$ cat config.mk
export PLATFORM = sky130hd
export DESIGN_NAME = brgn_ram
export DESIGN_NICKNAME = d
export VERILOG_FILES = /design/src/rtl/block_rms_gain_normalizer_assert.svh /design/src/rtl/brgn_ram.sv
export SDC_FILE = /design/constraint.sdc
export NUM_CORES = 2
export LEC_CHECK = 0
export ABC_AREA = 1
export BUFFER_PORTS_ARGS = -buffer_cell sky130_fd_sc_hd__buf_2
export CAP_MARGIN = 40
export CORE_ASPECT_RATIO = 1.2
export CORE_MARGIN = 2
export CORE_UTILIZATION = 40
export CTS_CLUSTER_SIZE = 40
export DETAILED_ROUTE_END_ITERATION = 7
export GPL_TIMING_DRIVEN = 0
export PLACE_DENSITY = 0.53
export SYNTH_ARGS = -nofsm -noshare
export SYNTH_HDL_FRONTEND = slang
export SYNTH_SLANG_ARGS = --single-unit
$ cat constraint.sdc
create_clock -name clk -period 3.9 [get_ports clk]
set_clock_uncertainty 0.2 [all_clocks]
set_input_delay 0.39 -clock clk [delete_from_list [all_inputs] [get_ports clk]]
set_output_delay 0.39 -clock clk [all_outputs]
set_load 0.02 [all_outputs]
$ cat src/rtl/block_rms_gain_normalizer_assert.svh
// Assertion macros for the RMS gain normaliser.
`ifndef BLOCK_RMS_GAIN_NORMALIZER_ASSERT_SVH
`define BLOCK_RMS_GAIN_NORMALIZER_ASSERT_SVH

// Same-cycle implication, sampled on clk, off during reset.
`define BRGN_ASSERT_NOW(lbl, ante, cons, msg) \
	lbl: assert property (@(posedge clk) disable iff (!arst_n) (ante) |-> (cons)) \
		else $error(msg);

// Next-cycle implication.
`define BRGN_ASSERT_NEXT(lbl, ante, cons, msg) \
	lbl: assert property (@(posedge clk) disable iff (!arst_n) (ante) |=> (cons)) \
		else $error(msg);

`endif

$ cat src/rtl/brgn_ram.sv
`timescale 1ns / 1ps
module brgn_ram #(
	parameter int WIDTH = 16,
	parameter int DEPTH = 128
) (
	input  logic                     clk,
	input  logic                     we,
	input  logic [$clog2(DEPTH)-1:0] waddr,
	input  logic [WIDTH-1:0]         wdata,
	input  logic [$clog2(DEPTH)-1:0] raddr,
	output logic [WIDTH-1:0]         rdata
);

	logic [WIDTH-1:0] mem [DEPTH];

	always_ff @(posedge clk) begin
		if (we) begin
			mem[waddr] <= wdata;
		end
		rdata <= mem[raddr];
	end

endmodule

## Word level (Yosys, flattened, before mapping)

Memories as Yosys holds them, arrays and structs flattened. A register that Yosys moved wholly into a read port is not among the register bits.
Index checks and enable logic that the tools add are counted.

| storage, ports and cells | value |
|---|---|
| register bits | 0 |
| bits in latches | 0 |
| RAM bits | 2,048 |
| memory bits (read-only) | 0 |
| bits of input ports | 32 |
| output and inout bits | 16 |
| word-level logic and storage cells | 3 |
| memories kept | 1 |

Memories:

| memory | depth | bits a word | rd ports | clocked after memory_dff | write ports | RTL line | text |
|---|---|---|---|---|---|---|---|
| mem | 128 | 16 | 1 | 1 | 1 | brgn_ram.sv:14 | `logic [WIDTH-1:0] mem [DEPTH];` |

| cells by class | value |
|---|---|
| $add $sub $neg | 0 |
| multiply operators | 0 |
| divide/modulo/power cells | 0 |
| order comparisons | 0 |
| eq/ne operators | 0 |
| shift operators | 0 |
| mux-type cells | 2 |
| bitwise logic cells | 0 |
| reductions and logical operators | 0 |

Operators by type and width:

| kind | number |
|---|---|
| $mux W1 | 2 |

## Logic depth before layout (Yosys ltp)

| logic depth | value |
|---|---|
| word-level depth | 2 |
| gate-level depth with buffers | 13 |

## Least setup slack after synthesis

Ideal clock, no wire load.

| timing | value |
|---|---|
| kind | input to register |
| from | input we |
| to | memory mem[105][0], enable pin |
| library setup time | 0.388 ns |
| arrival time | 1.706 ns |
| required time | 3.312 ns |
| slack | 1.605 ns |
| stages | 4 |
| cell sequence | clkbuf_1 -> nand2_1 -> clkbuf_1 -> nor2_1 |

| between the ends | value |
|---|---|
| cells in the longest elaborated chain, start to end | 2 |

RTL lines:

| what | RTL line | text |
|---|---|---|
| from (decl) | brgn_ram.sv:7 | `input logic we,` |
| $mux W1 | brgn_ram.sv:17 | `if (we) begin` |
| $mux W1 (not written as such) | brgn_ram.sv:18 | `mem[waddr] <= wdata;` |
| to (decl) | brgn_ram.sv:14 |  |

No other way between the ends.

==> impl_metrics.py <==
metrics = {
    "global_route": {
        "grt_first_pass_wirelength_mm": 457.8,
        "antenna_found_initial": 25,
        "busiest_layer": "met2",
        "use_met1_pct": 41.60,
        "grt.met3_usage_pct": 6.939,
        "grt_max_degree": 105,
        "grt_pass1_vias": 54166,
        "grt_overflow": 0,
        "grt_util_met2_pct": 48.57,
        "grtUsageTotal_pct": 32.04,
    },
    "floorplan": {
        "dieHeight_um": 502.5,
        "start_util_pct": 40.10,
        "die-area_um2": 210700,
        "boundaryPins": 48,
        "core_area_um2": 206500,
        "rows": 183,
        "fp.dieW_um": 419.4,
    },
    "cells_and_area": {
        "final_common_cell": "nand2_1",
        "stdcell_count": 10239,
        "fillers": 18569,
        "layout_common_cells": "nand2_1 (2087), edfxtp_1 (2048), nand3_1 (2019)",
        "fin_nets": 7284,
        "multi_input_area_um2": 18960,
        "seqCellArea_um2": 61820,
        "areaGrowthSynthToFinish_pct": 17.85,
        "fin_area_um2": 97620,
        "drive_gt1_share_pct": 13.48,
    },
    "critical_path": {
        "arrival_ns": 3.72,
        "crit_type": "in2reg",
        "slowest_delay_ns": 0.50,
        "path_cells": "buf_2 -> inv_2 -> buf_2 -> buf_2 -> nand3_1 -> nand3_1 -> nand3_1 -> nand3_1 -> nand3_1 -> nand3_1 -> nand2_1",
        "startpoint": "raddr[1]",
        "path_buf_inv": 4,
        "cp_max_fo": 10,
        "crit_family": "simple AND/OR/NAND/NOR gates",
        "crit_path_start_kind": "input pin",
        "crit_required_ns": 4.28,
        "critPathCaptureType": "flip-flop",
        "cp_slowest_cell": "buf_2",
        "crit_top_cell": "nand3_1",
        "r2r_start": "mem[55][10]",
    },
    "sta": {
        "tightest_slew_ns": 0.9742,
        "min_period_ns": 3.340,
        "hold_ws_ns": 0.06074,
        "clock.fmax_ghz": 0.2994,
        "setup_viol": 0,
        "drv_slew": 0,
        "max-slew-margin-rel_pct": 35.06,
        "rsz0062_at_grt": "false",
        "fin_crit_sh_pct": 85.65,
        "hold_viol": 0,
    },
    "clock_tree": {
        "cts_buffer_depth": 3,
        "ctsHoldBuffers": 19,
        "clock-root-buffer": "clkbuf_16",
        "cts_sinks": 2064,
        "cts_buffers": 208,
        "cts_max_level": 4,
        "cts_tree": "built",
        "cts.repair_timing.setup_buffer_count": 0,
        "clk_pin_slew_ns": 0.06,
        "ctsResizeCount": 0,
        "clk_latency_ns": 0.90,
    },
    "pwr": {
        "vdd_drop_max_mv": 0.4437,
        "p_per_area_nw_per_um2": 496.3,
        "p_leak_nw": 34.22,
    },
    "logic_synthesis": {
        "syn_area_um2": 82830,
        "synth_area_per_cell_um2": 12.19,
        "ys_warn_count": 0,
        "yosys.area.top_type": "edfxtp_1",
        "synth_top_cell_area_share_pct": 74.25,
        "synth_cells": 6793,
        "postSynthNetCount": 6825,
        "ys_seq_elements": 2064,
        "yosysUniqueCellTypes": 15,
        "yosys-top-cells-area": "edfxtp_1 (74%), nand3_1 (12%), nand2_1 (9.5%)",
        "seq_area_frac_synth_pct": 74.64,
    },
    "route": {
        "antenna_left": 0,
        "routed_wl_mm": 340.8,
        "via_per_inst": 5.783,
        "vias": 59212,
        "dr.pass1.iters": 8,
        "drt_iter0_markers": 8823,
        "routedWlPerCell_um": 33.28,
        "drc": 6,
    },
    "hold_path": {
        "hold_start": "waddr[2]",
        "hold_path_class": "in2reg",
    },
    "placement": {
        "port_buffers": 42,
        "dpl_cell_area_um2": 90590,
        "dp_cells": 9798,
        "dp_hpwl_mm": 244.7,
        "place_congestion": 1.078,
    },
    "outcome": {
        "status": "finished, violations left",
        "violations": "design-rule violations",
    },
    "run": {
        "maxCapViolations": 0,
    },
}
-- Yosys cell counts --
master / count
dfxtp_1: 16
nand2_1: 2087
inv_2: 2
buf_4: 61
inv_1: 21
nand3_1: 2019
nor2_1: 134
clkbuf_1: 81
buf_6: 22
nor3_1: 8
inv_4: 1
buf_8: 1
edfxtp_1: 2048
buf_2: 251
buf_1: 41
-- flip-flops by register name, indices dropped and copies added (netlist names) --
signal and cells:
mem 2048, rdata 16
-- final timing paths --
check	cells past startpoint	slack [ns]	end
max	11	0.56	rdata[10]
min	4	0.06	mem[75][12]
max reg2reg	8	1.24	rdata[10]
min reg2reg	8	0.95	rdata[11]
-- power breakdown --
part	internal, mW	switching (mW)	total, mW
Sequential	24.5	0.0234	24.5
Clock	11.2	8.91	20.1
Combinational	0.832	3.01	3.85
-- cell families (layout without fill, tap and decap cells) --
family | after synthesis | count (layout) | synth area share [%]
AND/OR/NAND/NOR | 4248 | 4248 | 22.31
flip-flops | 2064 | 2064 | 74.64
buffers and inverters | 481 | 1123 | 3.051
other | 0 | 29 | 0
-- metal layers --
metal,vias up,wire length (um)
met4,10,25660
met5,-,180
met3,783,34680
met2,3547,152000
li1,25271,-
met1,29601,128300
-- per-stage QoR --
step | TNS, ns | utilization, % | setup slack, ns | power [mW]
6_report | 0 | 47.26 | 0.5596 | 48.45
5_1_grt | 0 | 47.25 | 0.7420 | 49.45
4_1_cts | 0 | 47.23 | 0.8886 | 48.41
3_5_place_dp | -0.1535 | 43.86 | -0.06434 | 28.68
3_3_place_gp | -643.04 | 41.89 | -1.463 | 28.53
2_1_floorplan | 0 | - | 1.605 | 26.51
-- cell type report --
class / instances / area share (%)
diodes: 29 / 0.07434
plain buffers: 457 / 2.506
clock buffers: 266 / 5.777
clock inverters: 127 / 1.156
inverters: 24 / 0.09485
multi-input cells: 4248 / 19.42
flip-flops and latches: 2064 / 63.33
well taps: 2775 / 3.557
repair buffers: 249 / 4.086
-- tightest hold or removal path, cell delays in order --
cell    delay [ns]
buf_2         0.13
nor3_1        0.10
inv_1         0.21
nor2_4        0.13
No activity file was read; power rests on OpenSTA's default activity.
