<file path="src/rtl/block_rms_gain_normalizer_assert.svh">
// Assertion macros for the RMS gain normaliser.
`ifndef BLOCK_RMS_GAIN_NORMALIZER_ASSERT_SVH
`define BLOCK_RMS_GAIN_NORMALIZER_ASSERT_SVH

// Same-cycle implication, sampled on clk, off during reset.
`define BRGN_ASSERT_NOW(lbl, ante, cons, msg) \
	lbl: assert property (@(posedge clk) disable iff (!arst_n) (ante) |-> (cons)) \
		else $error(msg);

// Next-cycle implication.
`define BRGN_ASSERT_NEXT(lbl, ante, cons, msg) \
	lbl: assert property (@(posedge clk) disable iff (!arst_n) (ante) |=> (cons)) \
		else $error(msg);

`endif

</file>
<file path="src/rtl/brgn_pkg.sv">
`timescale 1ns / 1ps
package brgn_pkg;

	localparam int SUM_W     = 37;
	localparam int CNT_W     = 7;
	localparam int IDX_W     = 6;
	localparam int RAM_DEPTH = 128;
	localparam int RAM_AW    = 7;
	localparam int TGT_W     = 24;
	localparam int DVD_W     = 53;
	localparam int DVS_W     = 27;
	localparam int GAIN_W    = 40;

	localparam logic [TGT_W-1:0] TARGET_RESET = 24'd1677696;
	localparam logic [14:0]      SAMPLE_MAX   = 15'h7FFF;

	typedef struct packed {
		logic signed [15:0] sample_in;
		logic               end_of_clip;
	} in_t;

	typedef struct packed {
		logic signed [15:0] sample_out;
		logic               block_last;
	} out_t;

	typedef struct packed {
		logic             bank;
		logic [CNT_W-1:0] n;
		logic [SUM_W-1:0] sum;
	} desc_t;

	typedef struct packed {
		logic empty;
		logic full;
	} q_stat_t;

endpackage

</file>
<file path="src/rtl/brgn_back.sv">
`timescale 1ns / 1ps
module brgn_back (
	input  logic                          clk,
	input  logic                          arst_n,
	input  brgn_pkg::desc_t               head,
	input  brgn_pkg::q_stat_t             stat,
	output logic                          pop,
	input  logic [brgn_pkg::TGT_W-1:0]    target,
	output logic [brgn_pkg::RAM_AW-1:0]   raddr,
	input  logic [15:0]                   rdata,
	output logic                          out_valid,
	input  logic                          out_ready,
	output brgn_pkg::out_t                out_data
);
	import brgn_pkg::*;

	typedef enum logic [2:0] {
		S_IDLE, S_MEAN, S_SQRT, S_GAIN, S_RD, S_MUL, S_FIN, S_OUT
	} state_t;

	state_t            state_q;
	logic              out_valid_q;
	out_t              out_q;

	logic [DVD_W-1:0]  div_q;
	logic [DVS_W-1:0]  rem_q;
	logic [DVS_W-1:0]  dvs_q;
	logic [5:0]        cnt_q;
	logic [DVD_W-1:0]  v_q;
	logic [DVD_W-1:0]  root_q;
	logic [DVD_W-1:0]  bit_q;
	logic [GAIN_W-1:0] gain_q;
	logic [IDX_W-1:0]  idx_q;
	logic [46:0]       prod_q;
	logic              sat_q;
	logic              neg_q;

	logic [DVS_W:0]    trial;
	logic              ge;
	logic [DVS_W-1:0]  rem_nxt;
	logic [DVD_W-1:0]  div_nxt;
	logic              div_done;
	logic [DVD_W-1:0]  sq_t;
	logic              take;
	logic [DVD_W-1:0]  v_nxt;
	logic [DVD_W-1:0]  root_nxt;
	logic [15:0]       mag;
	logic [14:0]       qmag;
	logic [15:0]       qval;
	logic              last;

	// shared restoring divider, one quotient bit a cycle
	assign trial    = {rem_q, div_q[DVD_W-1]};
	assign ge       = (trial >= {1'b0, dvs_q});
	assign rem_nxt  = ge ? DVS_W'(trial - {1'b0, dvs_q}) : trial[DVS_W-1:0];
	assign div_nxt  = {div_q[DVD_W-2:0], ge};
	assign div_done = (cnt_q == 6'(DVD_W - 1));

	// square root, one result bit a cycle
	assign sq_t     = root_q + bit_q;
	assign take     = (v_q >= sq_t);
	assign v_nxt    = take ? (v_q - sq_t) : v_q;
	assign root_nxt = take ? ((root_q >> 1) + bit_q) : (root_q >> 1);

	assign mag  = rdata[15] ? 16'(-rdata) : rdata;
	assign qmag = (sat_q || prod_q[46:31] != '0) ? SAMPLE_MAX : prod_q[30:16];
	assign qval = {1'b0, qmag};
	assign last = ((CNT_W'(idx_q) + 1'b1) == head.n);

	assign raddr     = {head.bank, idx_q};
	assign out_valid = out_valid_q;
	assign out_data  = out_q;
	assign pop       = (state_q == S_OUT) & out_ready & last;

	always_ff @(posedge clk or negedge arst_n) begin
		if (!arst_n) begin
			state_q     <= S_IDLE;
			out_valid_q <= 1'b0;
			out_q       <= '0;
		end else begin
			case (state_q)
				S_IDLE: begin
					if (!stat.empty) begin
						state_q <= S_MEAN;
					end
				end
				S_MEAN: begin
					if (div_done) begin
						state_q <= S_SQRT;
					end
				end
				S_SQRT: begin
					if (bit_q[0]) begin
						state_q <= (root_nxt == '0) ? S_RD : S_GAIN;
					end
				end
				S_GAIN: begin
					if (div_done) begin
						state_q <= S_RD;
					end
				end
				S_RD:  state_q <= S_MUL;
				S_MUL: state_q <= S_FIN;
				S_FIN: begin
					out_q.sample_out <= neg_q ? -qval : qval;
					out_q.block_last <= last;
					out_valid_q      <= 1'b1;
					state_q          <= S_OUT;
				end
				S_OUT: begin
					if (out_ready) begin
						out_valid_q <= 1'b0;
						state_q     <= last ? S_IDLE : S_RD;
					end
				end
				default: state_q <= S_IDLE;
			endcase
		end
	end

	always_ff @(posedge clk) begin
		case (state_q)
			S_IDLE: begin
				div_q <= {head.sum, 16'b0};
				rem_q <= '0;
				dvs_q <= DVS_W'(head.n);
				cnt_q <= '0;
				idx_q <= '0;
			end
			S_MEAN: begin
				div_q <= div_nxt;
				rem_q <= rem_nxt;
				cnt_q <= cnt_q + 6'd1;
				if (div_done) begin
					v_q    <= div_nxt;
					root_q <= '0;
					bit_q  <= DVD_W'(1) << (DVD_W - 1);
				end
			end
			S_SQRT: begin
				v_q    <= v_nxt;
				root_q <= root_nxt;
				bit_q  <= bit_q >> 2;
				// zero RMS: no gain, every output is zero
				gain_q <= '0;
				div_q  <= {{(DVD_W-TGT_W-16){1'b0}}, target, 16'b0};
				rem_q  <= '0;
				dvs_q  <= root_nxt[DVS_W-1:0];
				cnt_q  <= '0;
			end
			S_GAIN: begin
				div_q <= div_nxt;
				rem_q <= rem_nxt;
				cnt_q <= cnt_q + 6'd1;
				if (div_done) begin
					gain_q <= div_nxt[GAIN_W-1:0];
				end
			end
			S_MUL: begin
				prod_q <= {31'b0, mag} * {16'b0, gain_q[30:0]};
				sat_q  <= (gain_q[GAIN_W-1:31] != '0) && (mag != '0);
				neg_q  <= rdata[15];
			end
			S_OUT: begin
				if (out_ready) begin
					idx_q <= idx_q + 1'b1;
				end
			end
			default: begin
			end
		endcase
	end

endmodule

</file>
<file path="config.mk">
export PLATFORM = sky130hd
export DESIGN_NAME = brgn_back
export DESIGN_NICKNAME = d
export VERILOG_FILES = /design/src/rtl/block_rms_gain_normalizer_assert.svh /design/src/rtl/brgn_pkg.sv /design/src/rtl/brgn_back.sv
export SDC_FILE = /design/constraint.sdc
export NUM_CORES = 2
export LEC_CHECK = 0
export ABC_AREA = 1
export BUFFER_PORTS_ARGS = -buffer_cell sky130_fd_sc_hd__buf_2
export CAP_MARGIN = 40
export CORE_ASPECT_RATIO = 1.1
export CORE_UTILIZATION = 61
export CTS_CLUSTER_DIAMETER = 50
export CTS_CLUSTER_SIZE = 20
export DETAILED_ROUTE_END_ITERATION = 10
export GPL_TIMING_DRIVEN = 0
export PLACE_DENSITY = 0.78
export SETUP_SLACK_MARGIN = 0.3
export SYNTH_ARGS = -nofsm -noshare
export SYNTH_HDL_FRONTEND = slang
export SYNTH_SLANG_ARGS = --single-unit
</file>
<file path="constraint.sdc">
create_clock -name clk -period 9.88 [get_ports clk]
set_input_delay 0.494 -clock clk [delete_from_list [all_inputs] [get_ports clk]]
set_output_delay 0.494 -clock clk [all_outputs]
set_load 0.05 [all_outputs]
</file>
======== After elaboration in Yosys (flattened, before gate mapping) ========
Index checks and enable logic that the tools add are counted.
W data, S select, Z words.
word-level totals
  register bits ........................... 388
  word-level logic and storage cells ...... 97
  input bits .............................. 90
  output and inout port bits .............. 26
cells by class
  multiply operators ...................... 1
  muxes and demuxes ....................... 30
  order comparisons ....................... 2
  equality and inequality tests ........... 15
  add/sub/neg operators ................... 9
  bitwise gates (word level) .............. 2
  reductions and logical operators ........ 22
operators by type and width
  kind                   count
  $pmux W53 S2           3
  $mux W53               5
  $pmux W53 S3           1
  $pmux W27 S2           2
  $pmux W40 S2           1
  $add A52 B53 Y53       1
  $add A53 B53 Y53       1
  $ge A53 B53 Y1         1
  $logic_not A53 Y1      1
  $sub A53 B53 Y53       1
  $mul A16 B31 Y47       1
  $mux W40               1
  $mux W16               2
  $reduce_bool A16 Y1    2
  $ge A28 B27 Y1         1
  $mux W27               1
  $sub A27 B27 Y27       1
  $pmux W3 S8            1
  $pmux W6 S2            2
  $mux W3                7
  $neg A15 Y16           1
  $neg A16 Y16           1
  $mux W15               1
  $add A6 B1 Y6 const B  2
  21 further kinds       40

======== Longest topological paths before layout ========
  depth in word-level cells ............... 7
  mapped depth ............................ 43

======== Worst setup path after synthesis ========
No wires, ideal clock.
  path type ............................... register to register
  from .................................... reg cnt_q[0]
  to ...................................... reg v_q[0], enable pin
  arrival ................................. 8636 ps
  stages on the path, launching flop included .. 7
  setup time .............................. 408 ps
  period minus slack after synthesis ...... 9043 ps
  data required time ...................... 9472 ps
  path buffers ............................ 0
  setup slack ............................. 837 ps
  path through ............................ edfxtp_1 -> inv_1 -> ha_1 -> nand4_1 -> o31ai_1 -> o21ai_0 -> inv_1
between the ends
  cells in the longest elaborated chain, start to end .. 3
ends and longest elaborated chain
  item                         RTL line          source
  start: declaration           brgn_back.sv:28   logic [5:0] cnt_q;
  start signal: assignment     brgn_back.sv:133  cnt_q <= cnt_q + 6'd1;
  start signal: assignment     brgn_back.sv:154  cnt_q <= cnt_q + 6'd1;
  $eq A6 B6 Y1                 brgn_back.sv:57   assign div_done = (cnt_q == 6'(DVD_W - 1));
  $ne A2 B2 Y1 (no line)       --
  $reduce_and A3 Y1 (no line)  --
  end signal: assignment       brgn_back.sv:135  v_q <= div_nxt;
  end signal: assignment       brgn_back.sv:141  v_q <= v_nxt;
  end: declaration             brgn_back.sv:29   logic [DVD_W-1:0] v_q;
Every way passes these cells.
A chain may end at the register's enable or synchronous reset.

======== Worst setup path in the final report ========
  from .................................... in rdata[0]
  to ...................................... reg prod_q[40], data pin
between the ends
  cells in the longest elaborated chain, start to end .. 3
ends and longest elaborated chain
  item                    RTL line          source
  start: declaration      brgn_back.sv:10   input logic [15:0] rdata,
  $neg A16 Y16            brgn_back.sv:65   assign mag = rdata[15] ? 16'(-rdata) : rdata;
  $mux W16 *              brgn_back.sv:65
  $mul A16 B31 Y47 *      brgn_back.sv:160  prod_q <= {31'b0, mag} * {16'b0, gain_q[30:0]};
  end signal: assignment  brgn_back.sv:160
  end: declaration        brgn_back.sv:34   logic [46:0] prod_q;
Mark *: on every way between the ends. The rest lies on a longest branch, timed or not.

==> out/results.txt <==
Crit path launch = rdata[0]
Final Hold Viols = 0
HPWL after DPL = 107000 um
Max Freq = 113 MHz
Grt met2 use = 68.6%
TritonCTS Sinks = 346
Buffers on Ports = 113
Fillers = 5758
Finished Layout Cells = 6432
Depth of the CTS H-tree = 2
Worst Tran Pin Value = 0.917 ns
Total gr overflow = 0
FP Rows = 99
Critical path class = input pin to flop
Max incr delay on CP = 0.63 ns
WHS Endpoint = div_q[48]
Unrepaired setup endpoints after global routing = false
RD Place Congestion = 1.03
Worst Path Arrival = 9.27 ns
Pre-Repair DR Iteration Count = 11
Syn. warnings = 0
Initial drt markers = 2932
Largest net degree at the start of global routing = 35
Final hold slack = 0.198 ns
Distinct cell type count of the synthesized netlist = 59
Die width = 249 um
Crit path depth = 34
Core footprint = 66300 sq um
Slew HR = 38.8%
Pins Over Slew Limit = 0
Hold Crit Class = input pin to flop
FF+latch area = 10300 sq um
Asr flop ratio synth = 6.07%
Via count = 36728
Initial Util = 61.7%
Via density = 5.71
Global-route wire length before repair = 203000 um
IO Pins = 116
Die Area = 68000 sq um
Number of global-route vias before repair = 37386
Crit. End Element = flop
Wire per inst = 20.3 um
Crit path required time = 10.27 ns
Largest delay share family, worst path = adder cells
R2r worst-path depth = 23
Worst Skew = 0.0287 ns
Violated checks = design-rule violations
Die Y = 273 um
Reg2reg end = prod_q[40]
Clock Path Buffers = 3
Slowest cell on crit path = fa_1
CTS clk-pin slew, worst paths = 0.07 ns
Cell Area, Synth = 40900 sq um
Root Buffer Master = clkbuf_16
CTS tree = yes
Syn Inst Count = 5366
R2r setup slk = 2.66 ns
Post-synth EDFFs = 325
Placed Instances = 6353
Clk Latency, worst-skew pair = 0.59 ns
Top cell by count, worst path = nand2_1
Met1 Track Usage GR = 42.4%
Synth Area per Inst = 7.62 sq um
Hold-critical path depth = 2
Initial antenna violation count = 3
Register area share after synthesis = 25.2%
Crit-path max FO = 10
Drt drc = 4
Post-DRT Antenna Nets = 0
Num CTS Buffers = 40
Share of cells above drive strength 1 = 5.24%
Syn nets = 6117
Reg2reg start = gain_q[17]
Number of nets in the layout = 6291
Period utilization = 89.9%
Finish-stage setup viols = 0
Layout Utilization = 66.8%
Critical path startpoint category = input pin
GRT busiest layer = met2
Area growth from synthesis to layout = 8.38%
Post-CTS Setup Inserts = 0
Area of the multi-input gates = 26100 sq um
Worst Path Buf+Inv = 9
Drt total wl = 130000 um
#FFs+latches synth = 346
Total of max-cap violations = 0
Total Routing Usage GR = 38.9%
Status = complete, but fails checks
Crit path time final = 8.88 ns
GR Layer Usage met3 = 5.89%
Dominant synthesized flop cell = edfxtp_1
Hold_sp = head[32]
layer usage:
layer  up-vias  part of all wire, %
li1      17175                    -
met1     17375                   35
met2      1681                   49
met3       495                  7.2
met4         2                  9.0
met5         -                0.010
sequential cells by signal (all words and copies together) (netlist names):
signal,count
dvs_q,27
root_q,53
sat_q,1
state_q,3
out_data,17
cnt_q,6
div_q,53
rem_q,27
neg_q,1
prod_q,31
out_valid,1
bit_q,27
v_q,53
idx_q,6
gain_q,40
placed cells by master (no fill, tap or decap), types with 41 or more instances in the layout:
cell	count
inv_1	1017
a21oi_1	258
nor2_1	630
fa_1	405
clkbuf_1	117
nand3_1	157
xnor2_1	79
clkbuf_16	41
o21ai_0	226
nand4_1	72
edfxtp_1	325
ha_1	256
xor2_1	115
nand2_1	1355
buf_2	135
cell type report:
class	count	share of cell area [%]
multi-input combinational	3834	58.9
clock inverter	30	0.918
buffer	153	1.48
tap	858	2.42
clock buffer	44	2.36
antenna	2	0.0113
timing repair buffer	132	1.94
inverter	1033	8.75
sequential	346	23.2
Yosys cell counts, types with 72 or more instances:
cell	count	area, sq um
xor2_1	115	1010
clkbuf_1	115	432
inv_1	1019	3820
o21ai_0	227	1140
nor2_1	632	2370
nand2_1	1355	5090
nand3_1	157	786
ha_1	256	3200
nand4_1	72	450
a21oi_1	258	1290
fa_1	405	8110
xnor2_1	79	692
edfxtp_1	325	9760
logic make-up (layout without fill, tap and decap cells):
logic type | count (synthesis) | after routing | synth area share, %
fa+ha+maj | 661 | 661 | 27.7
simple gates | 2322 | 2322 | 22.9
buf+inv | 1186 | 1392 | 11.1
compound gates | 657 | 657 | 9.01
other cells | 0 | 2 | 0
xor+xnor | 194 | 194 | 4.16
flops | 346 | 346 | 25.2
repair_timing:
action | 4_1_cts | 5_1_grt
endpoints found under the hold margin | 21 | 0
resized for setup | 0 | 0
hold buffers | 1 | 0
through the flow:
step                      setup slack, ns  TNS, ns  instance area [sq um]
after floorplan                     0.837        0                  40900
after global placement              -2.91  -183.24                  42500
after detailed placement            0.559        0                  42800
after CTS                            1.15        0                  44300
after global routing                0.534        0                  44300
final                               0.998        0                  44300
how the worst max path moves through the flow:
stage,endpoint,slack [ns]
6_report,prod_q[40],1.0
2_1_floorplan,v_q[0],0.84
3_5_place_dp,prod_q[40],0.56
5_1_grt,prod_q[40],0.53
3_3_place_gp,v_q[33],-2.91
4_1_cts,prod_q[40],1.15
Power is left out: the tool's default activity adds up to more than one toggle a clock period on the data nets, which glitch-free logic cannot reach.
