==> src/rtl/block_rms_gain_normalizer_assert.svh <==
// Assertion macros for the RMS gain normaliser.
`ifndef BLOCK_RMS_GAIN_NORMALIZER_ASSERT_SVH
`define BLOCK_RMS_GAIN_NORMALIZER_ASSERT_SVH

// Same-cycle implication, sampled on clk, off during reset.
`define BRGN_ASSERT_NOW(lbl, ante, cons, msg) \
	lbl: assert property (@(posedge clk) disable iff (!arst_n) (ante) |-> (cons)) \
		else $error(msg);

// Next-cycle implication.
`define BRGN_ASSERT_NEXT(lbl, ante, cons, msg) \
	lbl: assert property (@(posedge clk) disable iff (!arst_n) (ante) |=> (cons)) \
		else $error(msg);

`endif

==> src/rtl/brgn_pkg.sv <==
`timescale 1ns / 1ps
package brgn_pkg;

	localparam int SUM_W     = 37;
	localparam int CNT_W     = 7;
	localparam int IDX_W     = 6;
	localparam int RAM_DEPTH = 128;
	localparam int RAM_AW    = 7;
	localparam int TGT_W     = 24;
	localparam int DVD_W     = 53;
	localparam int DVS_W     = 27;
	localparam int GAIN_W    = 40;

	localparam logic [TGT_W-1:0] TARGET_RESET = 24'd1677696;
	localparam logic [14:0]      SAMPLE_MAX   = 15'h7FFF;

	typedef struct packed {
		logic signed [15:0] sample_in;
		logic               end_of_clip;
	} in_t;

	typedef struct packed {
		logic signed [15:0] sample_out;
		logic               block_last;
	} out_t;

	typedef struct packed {
		logic             bank;
		logic [CNT_W-1:0] n;
		logic [SUM_W-1:0] sum;
	} desc_t;

	typedef struct packed {
		logic empty;
		logic full;
	} q_stat_t;

endpackage

==> src/rtl/brgn_queue.sv <==
`timescale 1ns / 1ps
module brgn_queue (
	input  logic              clk,
	input  logic              arst_n,
	input  logic              push,
	input  brgn_pkg::desc_t   wdata,
	input  logic              pop,
	output brgn_pkg::desc_t   rdata,
	output brgn_pkg::q_stat_t stat
);
	import brgn_pkg::*;

	desc_t      ent_q [2];
	logic       wr_q;
	logic       rd_q;
	logic [1:0] count_q;

	assign rdata      = ent_q[rd_q];
	assign stat.empty = (count_q == 2'd0);
	assign stat.full  = (count_q == 2'd2);

	always_ff @(posedge clk or negedge arst_n) begin
		if (!arst_n) begin
			wr_q    <= 1'b0;
			rd_q    <= 1'b0;
			count_q <= 2'd0;
		end else begin
			if (push) begin
				wr_q <= ~wr_q;
			end
			if (pop) begin
				rd_q <= ~rd_q;
			end
			case ({push, pop})
				2'b10:   count_q <= count_q + 2'd1;
				2'b01:   count_q <= count_q - 2'd1;
				default: count_q <= count_q;
			endcase
		end
	end

	always_ff @(posedge clk) begin
		if (push) begin
			ent_q[wr_q] <= wdata;
		end
	end

endmodule

==> config.mk <==
export PLATFORM = sky130hd
export DESIGN_NAME = brgn_queue
export DESIGN_NICKNAME = d
export VERILOG_FILES = /design/src/rtl/block_rms_gain_normalizer_assert.svh /design/src/rtl/brgn_pkg.sv /design/src/rtl/brgn_queue.sv
export SDC_FILE = /design/constraint.sdc
export NUM_CORES = 1
export LEC_CHECK = 0
export ABC_AREA = 1
export BUFFER_PORTS_ARGS = -buffer_cell sky130_fd_sc_hd__buf_2
export CAP_MARGIN = 10
export CORE_AREA = 4 4 122 66
export DETAILED_ROUTE_END_ITERATION = 6
export DIE_AREA = 0 0 126 70
export GPL_TIMING_DRIVEN = 0
export HOLD_SLACK_MARGIN = 0.15
export PLACE_DENSITY = 0.88
export SLEW_MARGIN = 0
export SYNTH_ARGS = -nofsm -noshare
export SYNTH_HDL_FRONTEND = slang
export SYNTH_SLANG_ARGS = --single-unit
export TNS_END_PERCENT = 10
==> constraint.sdc <==
create_clock -name clk -period 7.3 [get_ports clk]
set_clock_uncertainty 0.15 [all_clocks]
set_input_delay 1.095 -clock clk [delete_from_list [all_inputs] [get_ports clk]]
set_output_delay 1.095 -clock clk [all_outputs]
set_load 0.01 [all_outputs]
**Yosys cells after proc, flatten, opt, wreduce, memory -nomap -nowiden**

Memory sizes are Yosys's and may differ from the RTL's.
Cells that the tools add are included.

- Bits in registers: 4
- Bits in latches: 0
- RAM bits: 90
- Bits in read-only memories: 0
- Input bits: 49
- Memories kept: 1

Memories:

| name | depth | width | read ports | clocked after Yosys merged registers in | wr ports | RTL line | RTL |
|---|---|---|---|---|---|---|---|
| ent_q | 2 | 45 | 1 | 0 | 1 | brgn_queue.sv:13 | `desc_t ent_q [2];` |

- $add $sub $neg: 2
- Multiply operators: 0
- Divide/modulo/power cells: 0
- Order comparisons: 0
- Equality and inequality tests: 3
- Shift-type cells: 0
- Muxes and demuxes: 3
- Bitwise operators: 2
- Reductions and logical operators: 2

Operators by type and width:

| operator | count |
|---|---|
| $eq A2 B2 Y1 const B | 2 |
| $pmux W2 S2 | 1 |
| $add A2 B1 Y2 const B | 1 |
| $eq A2 B1 Y1 const B | 1 |
| $logic_not A2 Y1 | 1 |
| $mux W1 | 2 |
| $not A1 Y1 | 2 |
| $reduce_bool A2 Y1 | 1 |
| $sub A2 B1 Y2 const B | 1 |

**Depth between registers and ports, before layout**

Gate-level depths: netlist (run 1).

- Depth in word-level cells: 2
- Depth in mapped cells: 7
- Depth with buffers taken out: 7

**Least setup slack after synthesis (run 1)**

Ideal clock, no wire load.

- Path type: input to register
- Start point: input port push
- End point: memory ent_q[0][0] in the netlist's numbering (enable)
- Library setup time: 0.449 ns
- Data arrival time: 3.044 ns
- Required time: 6.701 ns
- Slack: 3.658 ns
- Stages on the path: 2
- Cell sequence: inv_1 nor2_1

- Word-level cells in the longest chain between the ends: 2

Ends and longest elaborated chain:

| item | RTL line | RTL |
|---|---|---|
| start, declared | brgn_queue.sv:5 | `input logic push,` |
| $mux W1 | brgn_queue.sv:43 | `if (push) begin` |
| $mux W1 (implied by the code) | brgn_queue.sv:44 | `ent_q[wr_q] <= wdata;` |
| end, declared | brgn_queue.sv:13 |  |

Every way passes these cells.

==> results of run 1 <==
## layer usage
metal  GRT usage [%]  up-vias  routed length (um)
li1                -     1083                   -
met2            24.7       76                2890
met3            7.18       10                 573
met4            5.35        0                  96
met5               0        -                   0
met1            18.7      986                2870
## flip-flops by register name, summed over array words and instances, names as in the netlist
name,count
count_q,2
ent_q,90
rd_q,1
wr_q,1
## worst min path at each step
stage	start	to	slack, ps
floorplan	count_q[1]	count_q[1]	310
global placement	count_q[1]	count_q[1]	330
detailed placement	count_q[1]	count_q[1]	350
CTS	count_q[1]	count_q[1]	360
global route	arst_n	count_q[0]	400
finish	count_q[1]	count_q[1]	360
## cell families after synthesis
group / after synthesis / share of synthesized area [%]
xor+xnor: 3 / 0.734
buf+inv: 61 / 8.49
flops: 94 / 78.3
compound gates: 45 / 6.29
simple gates: 55 / 5.87
fa+ha+maj: 1 / 0.349
## worst max-delay path, delay by kind of cell, from the launching register on
| kind | cells | cell delay, ps |
|---|---|---|
| DFF | 1 | 370 |
| buffers and inverters | 3 | 470 |
| AOI/OAI and AO/OA | 1 | 180 |
## cells in the final DEF (no fill, tap or decap)
master       n
inv_6        1
bufinv_16    1
xnor2_1      1
buf_6       10
inv_1       50
clkbuf_16    9
nor2_1       2
nand4_1      1
buf_2       95
o21ai_1     45
clkinvlp_4   2
nand2_1     50
edfxtp_1    90
ha_1         1
nor2_4       1
nand3_1      1
dfrtp_1      4
clkinv_2     1
buf_12       2
clkbuf_1     2
xor2_1       2
inv_2        1
## synthesized netlist by cell type (all sizes together)
cell    count  area share [%]
nand4       1            0.17
edfxtp     90              75
nor2        3            0.31
nand2      50             5.2
ha          1            0.35
dfrtp       4             2.8
buf        10             3.1
xnor2       1            0.24
nand3       1            0.14
inv        51             5.3
xor2        2            0.49
o21ai      45             6.3
## metrics by stage
stage / util, % / total power [uW]
floorplan: - / 1100
global placement: 59.3 / 1320
detailed placement: 59.9 / 1340
CTS: 64.1 / 1790
global route: 64.1 / 1880
finish: 64.1 / 1770
## power groups by stage
stage                     Clock (uW)  Sequential, uW  Combinational [uW]
after CTS                        460             749                 585
after detailed placement           0             761                 582
after global routing             488             756                 638
after floorplan                    0             756                 347
final                            447             748                 571
after global placement             0             762                 555
## area by class of cell
| type | instances | share of cell area, % |
|---|---|---|
| plain buffers | 10 | 2.49 |
| clock buffers | 11 | 5.15 |
| clock inverters | 5 | 1.30 |
| inverters | 51 | 4.24 |
| multi-input cells | 104 | 10.7 |
| flip-flops and latches | 94 | 62.1 |
| well taps | 96 | 2.66 |
| repair buffers | 97 | 11.4 |
==> impl_metrics.tcl, run 1 <==
set metrics [dict create \
    status "complete, no violations" \
    final.min_clock_period_ps 2600 \
    drive_gt1_share_pct 33.1 \
    viasPerCell 4.60 \
    p_int_uw 1210 \
    first_pass_iters 4 \
    critPathLaunch "rd_q" \
    synth_cell_types 12 \
    worstPathMaxFanout 10 \
    place_inst 452 \
    drcViolationCount 0 \
    hold_depth 2 \
    multi_input_area_um2 482 \
    ys_seq_area_share_pct 78.3 \
    start_kind "register" \
    coreArea_um2 7050 \
    synthesis.instances 259 \
    whs_ps 360 \
    rsz0062_at_grt "false" \
    worstPathRequired_ps 6050 \
    die_h_um 70 \
    grt_pass1_vias 2179 \
    timing.setup.tns_ps 0 \
    clk_pin_slew_ps 60 \
    cts_max_path_buffers 2 \
    path_cells "buf_6 > buf_6 > o21ai_1 > buf_2" \
    fin_crit_sh_pct 35.6 \
    io_buffers 95 \
    finalMaxSlewViolations 0 \
    clockRootBuffer "clkbuf_16" \
    drt_iter0_drc 81 \
    fmax_ghz 0.384 \
    area_delta_synth_final_pct 26.1 \
    dpl_cell_area_um2 4220 \
    tightestPinTransition_ps 612 \
    p_leak_uw 0.00196 \
    cts_inserted_buffers 9 \
    power_switching_uw 555 \
    start_util_pct 50.8 \
    wirelength_mm 6.43 \
    critPathCaptureType "primary output" \
    synth_nets 309 \
    dp_slack_ps 4740 \
    detail-route-antenna-nets 0 \
    endpoint "rdata[37]" \
    routedWlPerCell_um 13.7 \
    final_area_um2 4520 \
    clockPowerShare_pct 25.3 \
    finalNetCount 417 \
    vias 2155 \
    fillers 540 \
    power_density_nw_per_um2 391 \
    rrSetupSlack_ps 5620 \
    stdcell_count 468 \
    setup_violations 0 \
    crit_path_top_delay_cell "dfrtp_1" \
    die_area_um2 8820 \
    ios 96 \
    pwr-share-seq_pct 42.4 \
    max-cap-violations 0 \
    grt_overflow_total 0 \
    critPathMostFrequentCell "buf_6" \
    r2r_cells 2 \
    r2r_start "wr_q" \
    r2r_end "ent_q[0][10]" \
    seqCellArea_um2 2800 \
    slowest_delay_ps 370 \
    crit_type "reg2out" \
    syn_area_per_cell_um2 13.8 \
    clock_latency_ps 330 \
    dpl.hpwl_mm 4.56 \
    antenna_found_initial 0 \
    row_count 22 \
    power_frac_comb_pct 32.3 \
    grt_max_degree 37 \
    grt_pass1_wl_mm 10.3 \
    hp-class "reg2reg" \
    hold_buffers 0 \
    hold_viol_final 0 \
    setup_ws_ps 4700 \
    worstPathArrival_ps 1360 \
    post-cts-setup-buffers 0 \
    ir_worst_vdd_v 0.000175 \
    cts_resized 0 \
    grt_usage_pct 15.5 \
    switching_share_pct 31.4 \
    htreeDepth 3 \
    synth-seq-cells 94 \
    routabilityCongestion 0.757 \
    relSlewSlack_pct 59.1 \
    fp.dieW_um 126 \
    cts_tree "yes" \
    ys_warn_count 0 \
    clock-sinks 94 \
    antenna_cells 0 \
    syn-cell-area_um2 3580 \
]
Note: power is estimated with default switching activity, not from simulation.
==> run 2: changes to the inputs <==
--- a/config.mk
+++ b/config.mk
@@ -8,9 +8,9 @@
 export ABC_AREA = 1
 export BUFFER_PORTS_ARGS = -buffer_cell sky130_fd_sc_hd__buf_2
 export CAP_MARGIN = 10
-export CORE_AREA = 4 4 122 66
+export CORE_AREA = 4 4 123 66
 export DETAILED_ROUTE_END_ITERATION = 6
-export DIE_AREA = 0 0 126 70
+export DIE_AREA = 0 0 127 70
 export GPL_TIMING_DRIVEN = 0
 export HOLD_SLACK_MARGIN = 0.15
 export PLACE_DENSITY = 0.88
==> constraint.sdc (replaced) <==
create_clock -name clk -period 2.55 [get_ports clk]
set_clock_uncertainty 0.15 [all_clocks]
set_input_delay 0.3825 -clock clk [delete_from_list [all_inputs] [get_ports clk]]
set_output_delay 0.3825 -clock clk [all_outputs]
set_load 0.01 [all_outputs]
==> impl_metrics.tcl, run 2 (synthesis gave the netlist of run 1 again) <==
set metrics [dict create \
    multi_input_area_um2 482 \
    ios 96 \
    power_uw 5220 \
    p_leak_uw 0.00217 \
    detail-route-antenna-nets 0 \
    clk_pin_slew_ps 60 \
    start_util_pct 50.4 \
    hp-class "in2async" \
    die_area_um2 8890 \
    worstPathMaxFanout 23 \
    io_buffers 95 \
    r2r_start "wr_q" \
    clockRootBuffer "clkbuf_16" \
    final_cell_mix "95 x buf_2, 90 x edfxtp_1, 50 x inv_1, 50 x nand2_1, 48 x dlygate4sd3_1" \
    seqCellArea_um2 2800 \
    die_h_um 70 \
    tightestPinTransition_ps 755 \
    crit_type "in2reg" \
    power_switching_uw 1610 \
    reg_top3 "ent_q x90, count_q x2" \
    routabilityCongestion 0.820 \
    start_kind "input port" \
    coreArea_um2 7100 \
    routedWlPerCell_um 14.2 \
    grt_overflow_total 0 \
    relSlewSlack_pct 49.5 \
    grt_usage_pct 17.2 \
    row_count 22 \
    finalNetCount 465 \
    clock_latency_ps 320 \
    switching_share_pct 30.8 \
    pwr-share-seq_pct 41.1 \
    max-cap-violations 0 \
    dpl_cell_area_um2 4240 \
    htreeDepth 3 \
    wirelength_mm 7.27 \
    rsz0062_at_grt "false" \
    final_util_pct 70.7 \
    area_delta_synth_final_pct 40.2 \
    final_area_um2 5020 \
    power_density_nw_per_um2 1040 \
    fp.dieW_um 127 \
    drt_iter0_drc 101 \
    clockPowerShare_pct 25.5 \
    antenna_found_initial 0 \
    grt_pass1_wl_mm 11.6 \
    dp_slack_ps 642 \
    p_int_uw 3610 \
    viasPerCell 4.61 \
    regMostFlops "ent_q" \
    status "complete, no violations" \
    r2r_end "ent_q[0][24]" \
    drive_gt1_share_pct 29.3 \
    worstPathRequired_ps 2430 \
    grt_pass1_vias 2455 \
    power_frac_comb_pct 33.4 \
    r2r_cells 2 \
    setup_violations 0 \
    cts_max_path_buffers 2 \
    fillers 488 \
    first_pass_iters 4 \
    cts_tree "yes" \
    dpl.hpwl_mm 4.59 \
    clock-sinks 94 \
    fmax_ghz 0.480 \
    finalMaxSlewViolations 0 \
    post-cts-setup-buffers 0 \
    hold_viol_final 0 \
    final.min_clock_period_ps 2080 \
    setup_ws_ps 469 \
    antenna_cells 0 \
    final_common_cell "buf_2" \
    critPathCaptureType "register" \
    drcViolationCount 0 \
    vias 2363 \
    cts_inserted_buffers 9 \
    whs_ps 291 \
    ir_worst_vdd_v 0.000574 \
    fin_crit_sh_pct 81.6 \
    rrSetupSlack_ps 790 \
    largest_reg_flops 90 \
    worstPathArrival_ps 1960 \
    grt_max_degree 24 \
]
## run 2: changes by cell type in the layout (fill, tap and decap cells not counted)
cell / previous run / this run
clkinv_2: 1 / 0
inv_6: 1 / 0
bufinv_16: 1 / 2
dlygate4sd3_1: 0 / 48
buf_16: 0 / 2
clkbuf_1: 2 / 0
buf_12: 2 / 0
## run 2: timing repair
| item | in CTS | in global routing |
|---|---|---|
| hold buffers | 48 | 0 |
| resized for setup | 0 | 0 |
| endpoints found under the hold margin | 96 | 0 |
## run 2: power by group through the flow
stage	logic, uW	clock network [uW]	registers [uW]
after floorplan	995	0	2160
final	1740	1330	2150
after CTS	1750	1360	2150
after global placement	1590	0	2180
after detailed placement	1690	0	2180
after global routing	1910	1450	2170
## run 2: area by class of cell
type	count	area share, %
plain buffers	10	2.24
clock inverters	4	1.50
repair buffers	145	20.1
well taps	96	2.39
multi-input cells	104	9.60
flip-flops and latches	94	55.8
inverters	51	3.81
clock buffers	9	4.49
## run 2: worst max-delay path by stage
stage / startpoint / end / slack, ps / cells past startpoint
6_report: push / ent_q[0][24] / 470 / 5
5_1_grt: push / ent_q[0][21] / 380 / 5
4_1_cts: push / ent_q[0][17] / 450 / 5
3_5_place_dp: push / ent_q[0][20] / 640 / 4
3_3_place_gp: push / ent_q[0][20] / -270 / 3
2_1_floorplan: wr_q / ent_q[0][0] / 390 / 1
## run 2: metal layers
metal	wire, um	GRT usage, %	up-vias
li1	-	-	1174
met4	61	4.99	0
met5	0	0	-
met3	474	6.34	7
met1	3230	20.9	1094
met2	3500	28.9	88
## run 2: worst max-delay path: stages
cell and delay (ps):
dlygate4sd3_1 520, buf_2 120, inv_1 70, nor2_4 580, buf_16 250
## run 2: stage by stage
step                      setup TNS, ps  cells
after floorplan                       0    259
after global placement           -12110    450
after detailed placement              0    452
after CTS                             0    513
after global routing                  0    513
final                                 0    513
