<file path="src/rtl/block_rms_gain_normalizer_assert.svh">
// Assertion macros for the RMS gain normaliser.
`ifndef BLOCK_RMS_GAIN_NORMALIZER_ASSERT_SVH
`define BLOCK_RMS_GAIN_NORMALIZER_ASSERT_SVH

// Same-cycle implication, sampled on clk, off during reset.
`define BRGN_ASSERT_NOW(lbl, ante, cons, msg) \
	lbl: assert property (@(posedge clk) disable iff (!arst_n) (ante) |-> (cons)) \
		else $error(msg);

// Next-cycle implication.
`define BRGN_ASSERT_NEXT(lbl, ante, cons, msg) \
	lbl: assert property (@(posedge clk) disable iff (!arst_n) (ante) |=> (cons)) \
		else $error(msg);

`endif

</file>
<file path="src/rtl/brgn_pkg.sv">
`timescale 1ns / 1ps
package brgn_pkg;

	localparam int SUM_W     = 37;
	localparam int CNT_W     = 7;
	localparam int IDX_W     = 6;
	localparam int RAM_DEPTH = 128;
	localparam int RAM_AW    = 7;
	localparam int TGT_W     = 24;
	localparam int DVD_W     = 53;
	localparam int DVS_W     = 27;
	localparam int GAIN_W    = 40;

	localparam logic [TGT_W-1:0] TARGET_RESET = 24'd1677696;
	localparam logic [14:0]      SAMPLE_MAX   = 15'h7FFF;

	typedef struct packed {
		logic signed [15:0] sample_in;
		logic               end_of_clip;
	} in_t;

	typedef struct packed {
		logic signed [15:0] sample_out;
		logic               block_last;
	} out_t;

	typedef struct packed {
		logic             bank;
		logic [CNT_W-1:0] n;
		logic [SUM_W-1:0] sum;
	} desc_t;

	typedef struct packed {
		logic empty;
		logic full;
	} q_stat_t;

endpackage

</file>
<file path="src/rtl/brgn_front.sv">
`timescale 1ns / 1ps
module brgn_front #(
	parameter int BLOCK_LEN = 64
) (
	input  logic                          clk,
	input  logic                          arst_n,
	input  logic                          in_valid,
	output logic                          in_ready,
	input  brgn_pkg::in_t                 in_data,
	input  brgn_pkg::q_stat_t             stat,
	output logic                          push,
	output brgn_pkg::desc_t               desc,
	output logic                          we,
	output logic [brgn_pkg::RAM_AW-1:0]   waddr,
	output logic [15:0]                   wdata
);
	import brgn_pkg::*;

	localparam logic [CNT_W-1:0] LEN = CNT_W'(BLOCK_LEN);

	logic [CNT_W-1:0] fill_q;
	logic [SUM_W-1:0] sum_q;
	logic             bank_q;
	logic signed [31:0] sq;
	logic [SUM_W-1:0] sum_nxt;
	logic [CNT_W-1:0] fill_nxt;
	logic             fire;
	logic             close;

	assign in_ready = ~stat.full;
	assign fire     = in_valid & in_ready;
	assign sq       = in_data.sample_in * in_data.sample_in;
	assign sum_nxt  = sum_q + {{(SUM_W-32){1'b0}}, sq};
	assign fill_nxt = fill_q + 1'b1;
	assign close    = (fill_nxt == LEN) | in_data.end_of_clip;

	assign we    = fire;
	assign waddr = {bank_q, fill_q[IDX_W-1:0]};
	assign wdata = in_data.sample_in;
	assign push  = fire & close;
	assign desc  = '{bank: bank_q, n: fill_nxt, sum: sum_nxt};

	always_ff @(posedge clk or negedge arst_n) begin
		if (!arst_n) begin
			fill_q <= '0;
			sum_q  <= '0;
			bank_q <= 1'b0;
		end else if (fire) begin
			if (close) begin
				// hand the block over and switch to the other half
				fill_q <= '0;
				sum_q  <= '0;
				bank_q <= ~bank_q;
			end else begin
				fill_q <= fill_nxt;
				sum_q  <= sum_nxt;
			end
		end
	end

endmodule

</file>
<file path="config.mk">
export PLATFORM = sky130hd
export DESIGN_NAME = brgn_front
export DESIGN_NICKNAME = d
export VERILOG_FILES = /design/src/rtl/block_rms_gain_normalizer_assert.svh /design/src/rtl/brgn_pkg.sv /design/src/rtl/brgn_front.sv
export SDC_FILE = /design/constraint.sdc
export NUM_CORES = 1
export LEC_CHECK = 0
export ABC_AREA = 1
export BUFFER_PORTS_ARGS = -buffer_cell sky130_fd_sc_hd__buf_2
export CORE_MARGIN = 2
export CORE_UTILIZATION = 35
export DETAILED_ROUTE_END_ITERATION = 8
export SETUP_SLACK_MARGIN = 0.4
export SLEW_MARGIN = 20
export SYNTH_ARGS = -nofsm -noshare
export SYNTH_HDL_FRONTEND = slang
export SYNTH_SLANG_ARGS = --single-unit
</file>
<file path="constraint.sdc">
create_clock -name clk -period 11 [get_ports clk]
set_input_delay 1.65 -clock clk [delete_from_list [all_inputs] [get_ports clk]]
set_output_delay 1.65 -clock clk [all_outputs]
set_load 0.03 [all_outputs]
</file>
# Word-level counts from Yosys, hierarchy flattened
# Index checks and enable logic that the tools add are counted.
# W data, S select, Z words.
[classes] bitwise=5 add_sub_neg=2 n_reduce_logical=1 n_mul=1 mux=2 n_eq_ne=1
[ops] cell="$add A37 B32 Y37" count=1
[ops] cell="$mux W37" count=1
[ops] cell="$mul A16 B16 Y32" count=1
[ops] cell="$add A7 B1 Y7 const B" count=1
[ops] cell="$eq A7 B7 Y1 const B" count=1
[ops] cell="$mux W7" count=1
[ops] cell="$and A1 B1 Y1" count=2
[ops] cell="$not A1 Y1" count=2
[ops] cell="$reduce_and A2 Y1" count=1
[ops] cell="$or A1 B1 Y1" count=1
[totals] inputBits=22 output_inout_bits=71 ff_bits=45

# Depth between registers and ports, before layout
# Gate-level depths: netlist of the first run.
[logic_depth] ltp_word=4 depth_mapped=40 depth_no_buf=38

# Least setup slack after synthesis of the first run
# Ideal clock, no wire load.
[synth_path] kind="in2out" from="input port in_data[2] (netlist bit)" to="output port desc[36] (netlist bit)" path_stages=33 slack_ns=1.145 arrival_time_ns=8.205 required_ns=9.350 path_buffers=2 cell_sequence="clkbuf_1 -> clkbuf_1 -> nand2_1 -> inv_1 -> fa_1 -> inv_1 -> fa_1 -> inv_1 -> fa_1 -> inv_1 -> fa_1 -> fa_1 -> fa_1 -> inv_1 -> ha_1 -> inv_1 -> nor3_1 -> nand2_1 -> nor3_1 -> nand2_1 -> nand3_1 -> inv_1 -> nand3_1 -> nand2_1 -> ha_1 -> nand2_1 -> nor2_1 -> nor3b_1 -> nand2_1 -> nand2_1 -> nand2_1 -> nand2_1 -> and2_1"
[synth_rtl] element="start, declared" line_no="brgn_front.sv:9" rtl="input brgn_pkg::in_t in_data,"
[synth_rtl] element="end, declared" line_no="brgn_front.sv:12" rtl="output brgn_pkg::desc_t desc,"

==> results of run 1 <==
per-stage QoR:
step                      util, %  cell area [um2]  setup slack (ps)
final                        38.7            15400               740
after global routing         38.7            15400               375
after CTS                    38.1            15100               450
after detailed placement     37.7            15000               483
after global placement       37.7            15000               486
after floorplan                 -            14100              1150
routing by layer:
| layer | up-vias | GRT usage, % |
|---|---|---|
| li1 | 5788 | - |
| met1 | 5677 | 25.7 |
| met2 | 302 | 29.9 |
| met3 | 41 | 1.37 |
| met4 | 0 | 3.42 |
| met5 | - | 0 |
area by class of cell:
cell class | instances | area, um2 | area share (%)
Timing Repair Buffer | 109 | 616 | 4.00
Sequential cell | 45 | 1130 | 7.32
Multi-Input combinational cell | 1308 | 10800 | 70.1
Clock inverter | 2 | 37.5 | 0.244
Tap cell | 525 | 657 | 4.27
Inverter | 537 | 2020 | 13.2
Clock buffer | 6 | 139 | 0.903
kinds of logic after synthesis:
| group | Yosys count | synth area share [%] |
|---|---|---|
| flip-flops | 45 | 7.98 |
| AO/OA/AOI/OAI | 122 | 4.76 |
| buffers and inverters | 600 | 17.0 |
| XOR/XNOR | 53 | 3.39 |
| adder cells (fa/ha/maj) | 358 | 44.3 |
| AND/OR/NAND/NOR | 775 | 22.6 |
flip-flops by register name, indices dropped and copies added, names as in the netlist:
name	count
bank_q	1
fill_q	7
sum_q	37
timing repair:
| action | CTS | global route |
|---|---|---|
| resized for setup | 0 | 51 |
| setup buffers | 0 | 3 |
| hold buffers | 0 | 0 |
| setup endpoints to repair | 0 | 17 |
worst min-delay path, delay by kind of cell (launching register included):
kind | cells | cell delay (ps)
AND/OR/NAND/NOR | 2 | 110
flip-flops | 1 | 350
cells in the final DEF (no fill, tap or decap), drive strengths merged, types with 34 or more instances in the layout:
| cell type | n |
|---|---|
| a21oi | 58 |
| inv | 534 |
| ha | 121 |
| nand3 | 74 |
| fa | 237 |
| nor2 | 110 |
| xor2 | 34 |
| buf | 100 |
| dfrtp | 45 |
| nand2 | 533 |
| o21ai | 38 |
final timing paths:
kind / from / endpoint / slack (ps) / depth (start not counted)
min reg2reg: sum_q[0] / sum_q[0] / 490 / 2
max: in_data[3] / desc[15] / 740 / 29
max reg2reg: sum_q[13] / sum_q[15] / 8790 / 10
min in group asynchronous: arst_n / sum_q[29] / 1360 / 1
max in group asynchronous: arst_n / sum_q[16] / 9210 / 1
min: sum_q[0] / sum_q[0] / 490 / 2
==> flow_metrics.tcl, run 1 <==
set metrics [dict create \
    ys_warn_count 0 \
    max_freq_ghz 0.0975 \
    instances_no_fill 2532 \
    io_pins 93 \
    wl_per_cell_um 14.3 \
    track_usage_pct 18.0 \
    fin_nets 2386 \
    slew_violations 0 \
    start_util_pct 35.5 \
    worst_slew_pin_slew_ps 617 \
    grt_pass1_vias 12000 \
    clkTransAtPathRegs_ps 70 \
    rows 73 \
    synth.most_common_cell "inv_1" \
    synth_nets 2333 \
    slowest_stage "fa_1" \
    cts.sinks 45 \
    synth_top_cell_area_share_pct 33.6 \
    first_pass_iters 5 \
    syn_inst 1953 \
    slew_headroom_pct 58.9 \
    fin_setup_tns_ps 0 \
    crit_buf_inv 10 \
    htree_levels 2 \
    synth-seq-cells 45 \
    grt-ovfl-total 0 \
    ys.flop_type "dfrtp_1" \
    clockBufferDepth 2 \
    cp-start-kind "primary input" \
    async_flop_share_pct 100 \
    drt_wl_total_mm 36.3 \
    cpMostUsedCell "inv_1" \
    cts_made_buffers 5 \
    finalCriticalPeriod_ps 10260 \
    yosys-top-cells-area "fa_1 34%, inv_1 14%, nand2_1 14%" \
    cp.required_ps 9350 \
    endpoint_kind "primary output" \
    routed-wl-met3_mm 1.63 \
    grt_antenna_before_repair 0 \
    drc 0 \
    finalCritPeriodShare_pct 93.3 \
    areaGrowthSynthToFinish_pct 8.97 \
    max-cap-violations 0 \
    diodes 0 \
    yosys.area.top_type "fa_1" \
    postSynthAreaPerCell_um2 7.23 \
    fp.coreArea_um2 39700 \
    hold_class "reg -> reg" \
    path_max_fanout 13 \
    grt_max_degree 46 \
    grt_pass1_wl_mm 60.7 \
    cts_root_buffer "clkbuf_16" \
    vias 11800 \
    die_h_um 205 \
    worst-setup-path-type "in -> out" \
    top_layer_used "met4" \
    synth_edf_count 0 \
    drt-met1-wl_mm 17.0 \
    dpl.hpwl_mm 31.6 \
    arrival_ps 8610 \
    avgViaCountPerCell 4.66 \
    clock_latency_ps 290 \
    die_area_um2 42000 \
    die_w_um 205 \
    cts_tree "done" \
    routabilityCongestion 0.901 \
    ant_nets 0 \
    worst_hold_slack_ps 489 \
    hold_viol_final 0 \
    ys_seq_area_share_pct 7.98 \
    route.met2.wl_mm 17.1 \
    netlist-cell-type-count 43 \
    critPathTopFamily "adder cells" \
    port_buffers 91 \
    rsz0062_at_grt "yes" \
    drt_iter0_drc 599 \
    drive_gt1_share_pct 8.62 \
    synth_commonest_cells "534 x inv_1, 532 x nand2_1, 237 x fa_1" \
    finalSetupViolations 0 \
    synth_area_um2 14100 \
    outcome "complete, no violations" \
    skew_ps 4.25 \
    fillers 4190 \
    worst_path_largest_cell_delay_ps 520 \
    placed_cells 2521 \
]
Power of run 1 is left out: the tool's default activity adds up to more than one toggle a clock period on the data nets, which glitch-free logic cannot reach.
==> run 2: changes to the inputs <==
ABC_AREA = not set   (was 1)
==> run 2 against run 1 <==
Against the previous run:
- synthesized area fell by 10%
- setup slack lost 320 ps
- global-route usage fell by 1.7 points
- core utilization up 3.3 points
- non-clock buffer count up 79
- wire length shrank 16%
- critical path depth up 3
==> flow_metrics.tcl, run 2 <==
set metrics [dict create \
    outcome "complete, no violations" \
    drc 0 \
    die_area_um2 37700 \
    drive_gt1_share_pct 20.2 \
    syn_inst 1416 \
    worst-setup-path-type "in -> out" \
    max_freq_ghz 0.0945 \
    synth_top_cell_area_share_pct 37.5 \
    slowest_stage "fa_1" \
    netlist-cell-type-count 64 \
    synth_area_um2 12700 \
    ys.flop_type "dfrtp_1" \
    crit_buf_inv 9 \
    first_pass_iters 4 \
    cp-start-kind "primary input" \
    grt_antenna_before_repair 0 \
    postSynthAreaPerCell_um2 8.94 \
    cts.sinks 45 \
    ys_warn_count 0 \
    worst_hold_slack_ps 483 \
    synth.most_common_cell "inv_1" \
    grt_pass1_vias 10200 \
    yosys.area.top_type "fa_1" \
    clkTransAtPathRegs_ps 70 \
    cts_tree "done" \
    critPathTopFamily "adder cells" \
    worst_path_largest_cell_delay_ps 540 \
    arrival_ps 8930 \
    grt_max_degree 46 \
    clockBufferDepth 2 \
    top_regs "sum_q x37, fill_q x7, bank_q x1" \
    cp.required_ps 9350 \
    synth_commonest_cells "339 x inv_1, 237 x fa_1, 140 x nand2_1" \
    slew_headroom_pct 49.4 \
    path_max_fanout 4 \
    fin_nets 1929 \
    die_w_um 194 \
    finalSetupViolations 0 \
    finalCriticalPeriod_ps 10580 \
    io_pins 93 \
    synth_edf_count 0 \
    wl_per_cell_um 15.1 \
    synth-seq-cells 45 \
    cts_made_buffers 5 \
    skew_ps 5.68 \
    hold_buffers 0 \
    die_h_um 194 \
    routabilityCongestion 0.876 \
    avgViaCountPerCell 4.82 \
    hold_class "reg -> reg" \
    largest_register "sum_q" \
    slew_violations 0 \
    largest_register_ffs 37 \
    finalCritPeriodShare_pct 96.2 \
    fillers 3536 \
    worst_slew_pin_slew_ps 759 \
    track_usage_pct 16.3 \
    vias 9686 \
    ys_seq_area_share_pct 8.89 \
    endpoint_kind "primary output" \
    port_buffers 91 \
    hold_viol_final 0 \
    areaGrowthSynthToFinish_pct 18.1 \
    diodes 0 \
    start_util_pct 35.6 \
    drt_iter0_drc 377 \
    rsz0062_at_grt "yes" \
    async_flop_share_pct 100 \
    grt_pass1_wl_mm 50.8 \
    synth_nets 1796 \
    clock_latency_ps 290 \
    final_cell_mix "326 x inv_1, 229 x fa_1, 131 x nand2_1, 107 x ha_1, 94 x buf_4" \
    dpl.hpwl_mm 25.5 \
    ant_nets 0 \
    rows 69 \
    htree_levels 2 \
    fp.coreArea_um2 35600 \
    yosys-top-cells-area "fa_1 37%, ha_1 12%, inv_1 10%" \
    drt_wl_total_mm 30.4 \
    cpMostUsedCell "fa_1" \
    cts_root_buffer "clkbuf_16" \
    final_common_cell "inv_1" \
    grt-ovfl-total 0 \
    max-cap-violations 0 \
]
[run 2: cell families (layout without fill, tap and decap cells)]
kind of cell / after synthesis / count (layout) / share of synthesized area [%]
AOI/OAI and AO/OA: 221 / 221 / 12.2
xor gates and xnor gates: 83 / 83 / 5.74
adders and majority gates: 358 / 358 / 49.4
buffers and inverters: 402 / 536 / 12.6
DFF: 45 / 45 / 8.89
muxes: 1 / 1 / 0.0889
and+or+nand+nor: 306 / 306 / 11.0
[run 2: area by class of cell]
type	instances	area [um2]	share of cell area [%]
inverters	340	1280	8.55
well taps	461	577	3.85
flip-flops and latches	45	1130	7.53
multi-input cells	969	10400	69.7
repair buffers	188	1400	9.36
clock buffers	5	125	0.836
clock inverters	3	21.3	0.142
[run 2: worst paths after layout]
path                        endpoint  cells past startpoint  slack [ps]         from
max reg2reg                sum_q[34]                     13        7620     sum_q[0]
max in group asynchronous  sum_q[21]                      1        9200       arst_n
min                           bank_q                      1         480       bank_q
min in group asynchronous  sum_q[35]                      1        1370       arst_n
max                         desc[36]                     32         420  in_data[15]
min reg2reg                   bank_q                      1         480       bank_q
[run 2: repair_timing]
action / 4_1_cts / 5_1_grt
setup endpoints to repair: 11 / 16
resized for setup: 69 / 105
gates cloned: 0 / 1
pin swaps: 22 / 46
setup buffers: 8 / 23
[run 2: metrics by stage]
stage / setup WS [ps] / TNS, ps / area (um2) / utilization [%] / cells
final: 415 / 0 / 15000 / 42.1 / 2011
after global routing: 148 / 0 / 15000 / 42.1 / 2011
after CTS: 402 / 0 / 14400 / 40.4 / 1987
after detailed placement: -29.2 / -57.1 / 13900 / 39.1 / 1971
after global placement: -6.79 / -8.24 / 13900 / 39.1 / 1971
after floorplan: 429 / 0 / 12700 / - / 1416
[run 2: layer usage]
layer | track usage, % | vias up | share of wire [%]
met4 | 1.12 | 0 | 0.45
li1 | - | 4660 | -
met1 | 21.9 | 4927 | 45
met3 | 1.58 | 11 | 2.2
met5 | 0 | - | 0
met2 | 29.5 | 88 | 53
Power of run 2 is left out for the same reason.
==> run 3: changes to the inputs <==
PLACE_DENSITY = 0.58   (was not set)
==> run 3 against run 2 <==
Against the previous run:
- core utilization shrank 0.42 points
- die area is the same
- largest cell class unchanged
- register-to-register slack better by 50 ps
- worst hold slack worse by 1.7 ps
- clock skew increased by 1.2 ps
==> flow_metrics.tcl, run 3 (synthesis results as in run 2) <==
set metrics [dict create \
    skew_ps 6.91 \
    post_dp_cell_area_um2 13900 \
    largest_register "sum_q" \
    grt_pass1_wl_mm 51.6 \
    clkTransAtPathRegs_ps 60 \
    worst_slew_pin_slew_ps 853 \
    fin_nets 1927 \
    rows 69 \
    cts_made_buffers 5 \
    cp-start-kind "primary input" \
    finalCritPeriodShare_pct 96.4 \
    endpoint_kind "primary output" \
    slew_violations 0 \
    grt_pass1_vias 10400 \
    worst_hold_slack_ps 482 \
    whs_path_depth 2 \
    cts_tree "done" \
    dpl.hpwl_mm 25.7 \
    rsz0062_at_grt "yes" \
    areaGrowthSynthToFinish_pct 17.0 \
    clockBufferDepth 2 \
    worst-setup-path-type "in -> out" \
    slew_headroom_pct 42.9 \
    drc 0 \
    die_area_um2 37700 \
    final_common_cell "inv_1" \
    drt_iter0_drc 361 \
    routabilityCongestion 0.877 \
    cts_root_buffer "clkbuf_16" \
    worst_path_largest_cell_delay_ps 540 \
    vias 9637 \
    grt_max_degree 46 \
    largest_register_ffs 37 \
    fp.coreArea_um2 35600 \
    hold_class "reg -> reg" \
    io_pins 93 \
    grt_antenna_before_repair 0 \
    max-cap-violations 0 \
    hold_viol_final 0 \
    cts.sinks 45 \
    drive_gt1_share_pct 19.3 \
    track_usage_pct 16.5 \
    post-route-cell-area_um2 14800 \
    avgViaCountPerCell 4.80 \
    top_regs "sum_q x37, fill_q x7, bank_q x1" \
    fin_setup_tns_ps 0 \
    cp.required_ps 9350 \
    final_cell_mix "333 x inv_1, 231 x fa_1, 132 x nand2_1, 109 x ha_1, 97 x buf_4" \
    hold_buffers 0 \
    die_w_um 194 \
    ff2ff_path_depth 13 \
    outcome "complete, no violations" \
    path_max_fanout 7 \
    post-place-ws_ps -53.3 \
    arrival_ps 8960 \
    grt-ovfl-total 0 \
    max_freq_ghz 0.0943 \
    finalCriticalPeriod_ps 10610 \
    start_util_pct 35.6 \
    clock_latency_ps 280 \
    drt_wl_total_mm 30.3 \
    slowest_stage "fa_2" \
    finalSetupViolations 0 \
    first_pass_iters 4 \
    wl_per_cell_um 15.1 \
    port_buffers 91 \
    fin_ws_ps 394 \
    die_h_um 194 \
    diodes 0 \
    ant_nets 0 \
    htree_levels 2 \
]
==> run 3: cell types whose count changed in the layout (fill, tap and decap cells not counted), moves of 4 or more <==
cell / change
and2_1: +5
inv_1: +7
inv_2: -6
and2_4: -5
ha_4: -4
==> run 3: layer usage <==
layer	track usage [%]	routed length [um]
met3	1.76	916
met1	21.8	13300
met5	0	0
met4	1.94	265
met2	29.9	15900
==> run 3: final cells by class <==
class,instances,area (um2)
flip-flops and latches,45,1130
clock buffers,5,125
clock inverters,3,22.5
inverters,340,1280
multi-input cells,969,10400
fillers,3559,20800
repair buffers,186,1330
well taps,461,577
==> run 3: worst max-delay path: cells and delay by family <==
| kind | cells | cell delay, ps |
|---|---|---|
| xor+xnor | 2 | 340 |
| compound gates | 11 | 2230 |
| fa+ha+maj | 8 | 3590 |
| buf+inv | 7 | 650 |
| simple gates | 3 | 480 |
==> run 3: final timing paths <==
path | start | end | slack, ps
worst max-delay path | in_data[12] | desc[34] | 390
max in group asynchronous | arst_n | sum_q[10] | 9210
worst max register to register | sum_q[0] | sum_q[34] | 7670
min in group asynchronous | arst_n | sum_q[33] | 1370
worst min-delay path | sum_q[11] | sum_q[11] | 480
worst min register to register | sum_q[11] | sum_q[11] | 480
==> run 3: stage by stage <==
step                      util [%]  std cells
after global placement        39.1       1970
final                         41.7       2009
after detailed placement      39.1       1970
after floorplan                  -       1416
after CTS                     40.4       1991
after global routing          41.7       2009
==> run 3: repair_timing <==
| action | in CTS | in global routing |
|---|---|---|
| pin swaps | 23 | 56 |
| gates resized for setup | 62 | 85 |
| setup endpoints to repair | 11 | 19 |
| endpoints found under the hold margin | 0 | 0 |
| setup buffers | 13 | 18 |
Power of run 3 is left out for the same reason.
